### src/rtl/core/u8d_pkg.sv
// package for the utf-8 byte stream decoder
// holds the byte class masks, field widths and the state and result structs
// no dependencies
`timescale 1ns / 1ps

package u8d_pkg;

    localparam int BYTE_W = 8;
    localparam int CP_W   = 21;
    localparam int PEND_W = 2;
    localparam int DATA_W = 24;
    localparam int USER_W = 3;

    localparam logic [BYTE_W-1:0] LEAD2_MASK = 8'hE0;
    localparam logic [BYTE_W-1:0] LEAD2_CODE = 8'hC0;
    localparam logic [BYTE_W-1:0] LEAD3_MASK = 8'hF0;
    localparam logic [BYTE_W-1:0] LEAD3_CODE = 8'hE0;
    localparam logic [BYTE_W-1:0] LEAD4_MASK = 8'hF8;
    localparam logic [BYTE_W-1:0] LEAD4_CODE = 8'hF0;
    localparam logic [BYTE_W-1:0] CONT_MASK  = 8'h3F;
    localparam logic [BYTE_W-1:0] LEAD2_BITS = 8'h1F;
    localparam logic [BYTE_W-1:0] LEAD3_BITS = 8'h0F;
    localparam logic [BYTE_W-1:0] LEAD4_BITS = 8'h07;

    localparam logic [CP_W-1:0] QUESTION_MARK = 21'd63;

    localparam logic [PEND_W-1:0] PEND_NONE  = 2'd0;
    localparam logic [PEND_W-1:0] PEND_ONE   = 2'd1;
    localparam logic [PEND_W-1:0] PEND_TWO   = 2'd2;
    localparam logic [PEND_W-1:0] PEND_THREE = 2'd3;

    typedef struct packed {
        logic [PEND_W-1:0] bytes_pending;
        logic [CP_W-1:0]   partial_value;
    } u8d_state_t;

    typedef struct packed {
        logic            char_valid;
        logic [CP_W-1:0] code_point;
        logic            bad_lead;
        logic            dropped_tail;
        logic            end_of_string;
    } u8d_result_t;

endpackage

### src/rtl/core/utf8_byte_stream_decoder_core.sv
// top level of the utf-8 byte stream decoder: input register, decode, result register
// depends on u8d_pkg and u8d_step
//
// channel   dir  tdata                      tuser                                   tlast
// s_        in   [7:0] in_byte              -                                       is_last
// m_        out  [20:0] code_point, pad 0   [0] char_valid [1] bad_lead [2] dropped  end_of_string
//
// one byte per cycle sustained while m_ does not stall; a byte passes through the input
// register, then the decode into the result register, before it shows on m_
// state updates as a byte moves from the input register to the result register
// aresetn clears the valid flags and the sequence state; stalls on m_ back up
// through both registers, and s_tready stays high while either has room
`timescale 1ns / 1ps

module utf8_byte_stream_decoder_core (
    input  logic                        aclk,
    input  logic                        aresetn,
    input  logic                        s_tvalid,
    output logic                        s_tready,
    input  logic [7:0]                  s_tdata,   // [7:0] in_byte
    input  logic                        s_tlast,
    output logic                        m_tvalid,
    input  logic                        m_tready,
    output logic [u8d_pkg::DATA_W-1:0]  m_tdata,   // [20:0] code_point, [23:21] zero
    output logic [u8d_pkg::USER_W-1:0]  m_tuser,   // [0] char_valid, [1] bad_lead, [2] dropped_tail
    output logic                        m_tlast
);
    import u8d_pkg::*;

    logic              in_valid_reg;
    logic [BYTE_W-1:0] in_byte_reg;
    logic              in_last_reg;
    u8d_state_t        state_reg;
    u8d_state_t        state_next;
    u8d_result_t       result_next;
    u8d_result_t       result_reg;
    logic              out_valid_reg;
    logic              advance;

    // result register can take a new request
    assign advance  = !out_valid_reg || m_tready;
    assign s_tready = !in_valid_reg || advance;

    u8d_step u_step (
        .in_byte    (in_byte_reg),
        .is_last    (in_last_reg),
        .state_cur  (state_reg),
        .state_next (state_next),
        .result     (result_next)
    );

    always_ff @(posedge aclk) begin
        if (!aresetn) begin
            in_valid_reg <= 1'b0;
        end else if (s_tready) begin
            in_valid_reg <= s_tvalid;
        end
    end

    always_ff @(posedge aclk) begin
        if (s_tready && s_tvalid) begin
            in_byte_reg <= s_tdata;
            in_last_reg <= s_tlast;
        end
    end

    always_ff @(posedge aclk) begin
        if (!aresetn) begin
            state_reg     <= '0;
            out_valid_reg <= 1'b0;
        end else if (advance) begin
            out_valid_reg <= in_valid_reg;
            if (in_valid_reg) begin
                state_reg <= state_next;
            end
        end
    end

    always_ff @(posedge aclk) begin
        if (advance && in_valid_reg) begin
            result_reg <= result_next;
        end
    end

    assign m_tvalid = out_valid_reg;
    assign m_tdata  = {{(DATA_W-CP_W){1'b0}}, result_reg.code_point};
    assign m_tuser  = {result_reg.dropped_tail, result_reg.bad_lead, result_reg.char_valid};
    assign m_tlast  = result_reg.end_of_string;

endmodule

### src/rtl/core/u8d_step.sv
// per-byte decode logic: next decoder state and the result for one byte
// depends on u8d_pkg
`timescale 1ns / 1ps

module u8d_step (
    input  logic [u8d_pkg::BYTE_W-1:0] in_byte,
    input  logic                       is_last,
    input  u8d_pkg::u8d_state_t        state_cur,
    output u8d_pkg::u8d_state_t        state_next,
    output u8d_pkg::u8d_result_t       result
);
    import u8d_pkg::*;

    logic [CP_W-1:0]   merged;
    logic [PEND_W-1:0] pend_dec;

    assign merged   = {state_cur.partial_value[CP_W-7:0], in_byte[5:0]};
    assign pend_dec = state_cur.bytes_pending - PEND_ONE;

    always_comb begin
        state_next           = state_cur;
        result.char_valid    = 1'b0;
        result.code_point    = '0;
        result.bad_lead      = 1'b0;
        result.dropped_tail  = 1'b0;
        result.end_of_string = is_last;

        if (state_cur.bytes_pending == PEND_NONE) begin
            if (!in_byte[BYTE_W-1]) begin
                result.char_valid = 1'b1;
                result.code_point = {{(CP_W-BYTE_W){1'b0}}, in_byte};
            end else if ((in_byte & LEAD2_MASK) == LEAD2_CODE) begin
                state_next.bytes_pending = PEND_ONE;
                state_next.partial_value = {{(CP_W-BYTE_W){1'b0}}, in_byte & LEAD2_BITS};
            end else if ((in_byte & LEAD3_MASK) == LEAD3_CODE) begin
                state_next.bytes_pending = PEND_TWO;
                state_next.partial_value = {{(CP_W-BYTE_W){1'b0}}, in_byte & LEAD3_BITS};
            end else if ((in_byte & LEAD4_MASK) == LEAD4_CODE) begin
                state_next.bytes_pending = PEND_THREE;
                state_next.partial_value = {{(CP_W-BYTE_W){1'b0}}, in_byte & LEAD4_BITS};
            end else begin
                result.char_valid = 1'b1;
                result.code_point = QUESTION_MARK;
                result.bad_lead   = 1'b1;
            end
            result.dropped_tail = is_last && (state_next.bytes_pending != PEND_NONE);
        end else begin
            state_next.bytes_pending = pend_dec;
            if (pend_dec == PEND_NONE) begin
                result.char_valid        = 1'b1;
                result.code_point        = merged;
                state_next.partial_value = '0;
            end else begin
                state_next.partial_value = merged;
                result.dropped_tail      = is_last;
            end
        end

        // end of string clears the sequence state
        if (is_last) begin
            state_next = '0;
        end
    end

endmodule

### config.mk
export PLATFORM = sky130hd
export DESIGN_NAME = utf8_byte_stream_decoder_core
export DESIGN_NICKNAME = d
export VERILOG_FILES = /design/src/rtl/core/u8d_pkg.sv /design/src/rtl/core/utf8_byte_stream_decoder_core.sv /design/src/rtl/core/u8d_step.sv
export SDC_FILE = /design/constraint.sdc
export NUM_CORES = 1
export LEC_CHECK = 0
export ABC_AREA = 1
export BUFFER_PORTS_ARGS = -buffer_cell sky130_fd_sc_hd__buf_2
export CORE_ASPECT_RATIO = 1.25
export CORE_MARGIN = 10
export CORE_UTILIZATION = 38
export CTS_CLUSTER_SIZE = 20
export DETAILED_ROUTE_END_ITERATION = 7
export PLACE_DENSITY = 0.68
export SYNTH_ARGS = -nofsm -noshare
export SYNTH_HDL_FRONTEND = slang
export SYNTH_SLANG_ARGS = --single-unit
### constraint.sdc
create_clock -name aclk -period 2.4 [get_ports aclk]
set_input_delay 0.24 -clock aclk [delete_from_list [all_inputs] [get_ports aclk]]
set_output_delay 0.24 -clock aclk [all_outputs]
set_load 0.1 [all_outputs]
# == Word-level counts from Yosys, hierarchy flattened ==
# Index checks and enable logic that the tools add are counted.
# op_classes
eq_ne,5
add_sub_neg,1
n_bitwise,2
reduce_logical,13
n_mux,16
# ops
cell,count
two-way mux 23 bit,10
two-way mux 22 bit,3
two-way mux 21 bit,1
== test 5 bit (second input constant),1
!= test 5 bit (second input constant),1
== test 4 bit (second input constant),1
zero test 2 bit,2
AND reduction 4 bit,1
OR reduction 4 bit,1
== test 3 bit (second input constant),1
logical AND 1 bit,3
!= test 3 bit (second input constant),1
zero test 1 bit,2
logical OR 1 bit,2
two-way mux 1 bit,2
NOT 1 bit,2
AND reduction 2 bit,1
nonzero test 2 bit,1
subtractor 2 x 1 -> 2 bit (second input constant),1
# word_totals
out_inout_bits,30
ff_bits,53
in_bits,13

# == Depth between registers and ports, before layout ==
# depth
ltp_word,9
mapped_depth,9
depth_no_buf,8

# == By module ==
# Synthesis repeated with hierarchy kept, for this count alone.
# unflattened
hier_cells,350
hier_area_um2,2964.1
# by_module_without_submodules
module,area_each_um2,instances,seq_area_each_um2,cells_each
utf8_byte_stream_decoder_core,2222.1,1,1521.5,201
u8d_step,742.0,1,0.0,149

# == Least setup slack after synthesis ==
# Ideal clock, no wire load.
# synth_path
kind,register -> register
startpoint,reg out_valid_reg (netlist: m_tvalid)
endpoint,reg in_byte_reg[0] (enable)
stages_incl_launch_ff,4
slack_ns,-0.357
period_less_slack_ns,2.757
arrival_ns,2.473
required_time_ns,2.116
path_cell_list,dfxtp_1 nand3_1 nand2_1 inv_1
# synth_via
elab_chain_cells,4
# synth_lines
item,line,source
start: declaration,utf8_byte_stream_decoder_core.sv:37,logic out_valid_reg;
start signal: assignment,utf8_byte_stream_decoder_core.sv:72,out_valid_reg <= in_valid_reg;
zero test 1 bit,utf8_byte_stream_decoder_core.sv:41,assign advance = !out_valid_reg || m_tready;
logical OR 1 bit,utf8_byte_stream_decoder_core.sv:41,
logical OR 1 bit,utf8_byte_stream_decoder_core.sv:42,assign s_tready = !in_valid_reg || advance;
named net s_tready,utf8_byte_stream_decoder_core.sv:19,"output logic s_tready,"
logical AND 1 bit,utf8_byte_stream_decoder_core.sv:61,if (s_tready && s_tvalid) begin
end signal: assignment,utf8_byte_stream_decoder_core.sv:62,in_byte_reg <= s_tdata;
end: declaration,utf8_byte_stream_decoder_core.sv:31,logic [BYTE_W-1:0] in_byte_reg;
# The timed path passes the listed nets, and every way through them passes these cells.
# A chain may end at the register's enable or synchronous reset.

# == Worst setup path after layout ==
# layout_path
startpoint,reg out_valid_reg (netlist: m_tvalid)
endpoint,reg state_reg[10] in the netlist's numbering
# layout_via
elab_chain_cells,3
# layout_lines
item,line,source
zero test 1 bit,utf8_byte_stream_decoder_core.sv:41,
logical OR 1 bit,utf8_byte_stream_decoder_core.sv:41,
AND reduction 4 bit (no line),--,
end signal: assignment,utf8_byte_stream_decoder_core.sv:74,state_reg <= state_next;
end: declaration,utf8_byte_stream_decoder_core.sv:33,u8d_state_t state_reg;
# No other way between the ends.

==> metrics.yaml <==
global_route:
  first_global_vias: 1600
  grt_usage_pct: 9.428
  grt_pass1_wl_um: 7093
  grt_max_degree: 27
  overflow: 0
  antenna_found_initial: 0
finish:
  utilization_pct: 44.90
  area_growth_pct: 15.80
  nets: 279
  largest_reg_flops: 21
  drive_above_1_share_pct: 27.72
  design_area_um2: 2595
  antenna_cells: 0
  fin_cells: 333
setup_path:
  slowest_delay_ps: 380
  arrival_ps: 1750
  cp-start-kind: "flip-flop"
  crit_type: "reg2reg"
  cp_slowest_cell: "buf_4"
  crit_chain: "nand2_1 > nand2_2 > inv_2 > buf_4 > nand3_1 > nand2_1 > nor2_1"
  path_max_fanout: 26
  path_common_cell: "nand2_1"
  reg2reg_depth: 7
  required_ps: 2610
  end_kind: "flip-flop"
cts:
  cts_hold_buf: 0
  cts_sinks: 53
  worstSkewPairLatency_ps: 310
  cts_setup_buffers: 0
  cts_buffer_depth: 2
  cts_buffers: 5
  path_clk_slew_ps: 90
  cts_resized: 0
  cts_root_buffer: "clkbuf_8"
  htreeDepth: 2
  cts_tree: "built"
sta:
  drv_slew: 0
  fmaxAchievable_mhz: 650.7
  timing.final.crit_share_pct: 64.04
  report.final.setup_viol: 0
  grt_setup_unrepaired: "no"
  finalHoldViolCount: 0
  layout_min_cycle_time_ps: 1537
  worst_slack_ps: 863.1
  fin_skew_ps: 7.369
  holdWs_ps: 108.4
  final.setup.tns_ps: 0
synthesis:
  synthAdderAreaFrac_pct: 0
  yosysSeqAreaShare_pct: 62.53
  synthFlopType: "edfxtp_1"
  synthCells: 225
  synthArstFlopShare_pct: 0
  yosysWarnings: 0
  synth_area_um2: 2241
  synth_top_cells_by_count: "nor2_1 (35), edfxtp_1 (34), nand2_1 (29)"
  synth_cell_types: 24
  muxShareOfSynthArea_pct: 0
  yosys.area.top_type: "edfxtp_1"
  synth_top_family_by_area: "simple AND/OR/NAND/NOR gates"
  synth_xor_area_share_pct: 0
  synth_most_common_cell: "nor2_1"
  synth_area_leaders: "edfxtp_1 (46%), dfxtp_1 (17%), nor2_1 (5.9%)"
  synth_area_per_cell_um2: 9.960
  ys_ff_latch: 53
  synth.top_cell.area_share_pct: 45.56
  synth_edf_count: 34
  synth_compound_area_share_pct: 5.807
  synthSimpleGateAreaFrac_pct: 23.12
detailed_routing:
  drt_pre_antenna_iters: 4
  drt-met1-wl_um: 1630
  dr.first_iter.drc_count: 74
  vias_per_cell: 4.727
  wirelength_um: 4038
  post_drt_wl_per_cell_um: 12.13
  antenna_left: 0
  met3_length_um: 210
  drc: 0
  met2RoutedLength_um: 2108
  via_count: 1574
  top_layer: "met4"
power:
  p_switching_uw: 562.7
  internal_power_mw: 1.419
  p_leak_nw: 1.067
  seqPwrFrac_pct: 52.6
  comb_power_share_pct: 16.5
  peakVddDrop_mv: 0.3760
  power.density_nw_per_um2: 763.8
  fin_total_pwr_mw: 1.982
  p_clk_share_pct: 30.9
  swShare_pct: 28.39
floorplanning:
  pin_count: 43
  die_h_um: 105.9
  fp.dieW_um: 88.69
  start_util_pct: 38.77
  fp.coreArea_um2: 5779
  row_count: 31
  dieArea_um2: 9388
placed_design:
  place.gp.congestion: 0.8003
  place_ws_ps: 835.2
  port_buffers: 39
  post-dp-hpwl_um: 2981
  dp.cells: 325
  placed_area_um2: 2479
outcome:
  status: "complete, no violations"
hold_path:
  hold_depth: 1
  hp-class: "in2reg"
run:
  max_cap_viol_count: 0
[layer usage]
metal,track usage (%),vias to the layer above
met5,0,-
li1,-,806
met2,16.97,32
met3,2.851,7
met4,4.282,0
met1,9.542,729
[cell usage in the layout, fill, tap and decap left out, drive strengths merged]
master	n
nand3	23
a22oi	1
clkbuf	7
conb	3
buf	40
bufinv	1
o22ai	1
nand2	34
o21ai	6
nand4	2
nor2	48
edfxtp	34
dfxtp	19
inv	34
a32o	1
a21oi	13
[critical path: cells and delay by family, from the launching register on]
family / cells / cell delay (ps)
buffers and inverters: 2 / 650
and+or+nand+nor: 5 / 460
DFF: 1 / 340
[power groups by stage]
stage | logic, mW | clock network [mW] | registers [mW]
floorplan | 0.138 | 0 | 1.21
global placement | 0.327 | 0 | 1.06
detailed placement | 0.329 | 0 | 1.06
CTS | 0.330 | 0.622 | 1.04
global route | 0.353 | 0.662 | 1.05
finish | 0.327 | 0.612 | 1.04
[layout make-up]
type | count | area [um2]
flip-flops and latches | 53 | 1401
clock buffers | 7 | 86.33
clock inverters | 1 | 30.03
fillers | 549 | 3184
inverters | 34 | 127.6
multi-input cells | 132 | 664.4
repair buffers | 40 | 202.7
well taps | 66 | 82.58
[cells by family (layout without fill, tap and decap cells)]
logic type	Yosys count	after routing
buffers and inverters	42	82
DFF	53	53
AOI/OAI and AO/OA	22	22
and+or+nand+nor	107	107
other	1	3
[worst paths after layout]
kind / from / to / slack [ps]
setup / recovery: m_tvalid / state_reg[10] / 860
hold / removal: s_tdata[5] / in_byte_reg[5] / 110
setup reg to reg: m_tvalid / state_reg[10] / 860
hold reg to reg: state_reg[11] / state_reg[11] / 490
Note: power is estimated with default switching activity, not from simulation.
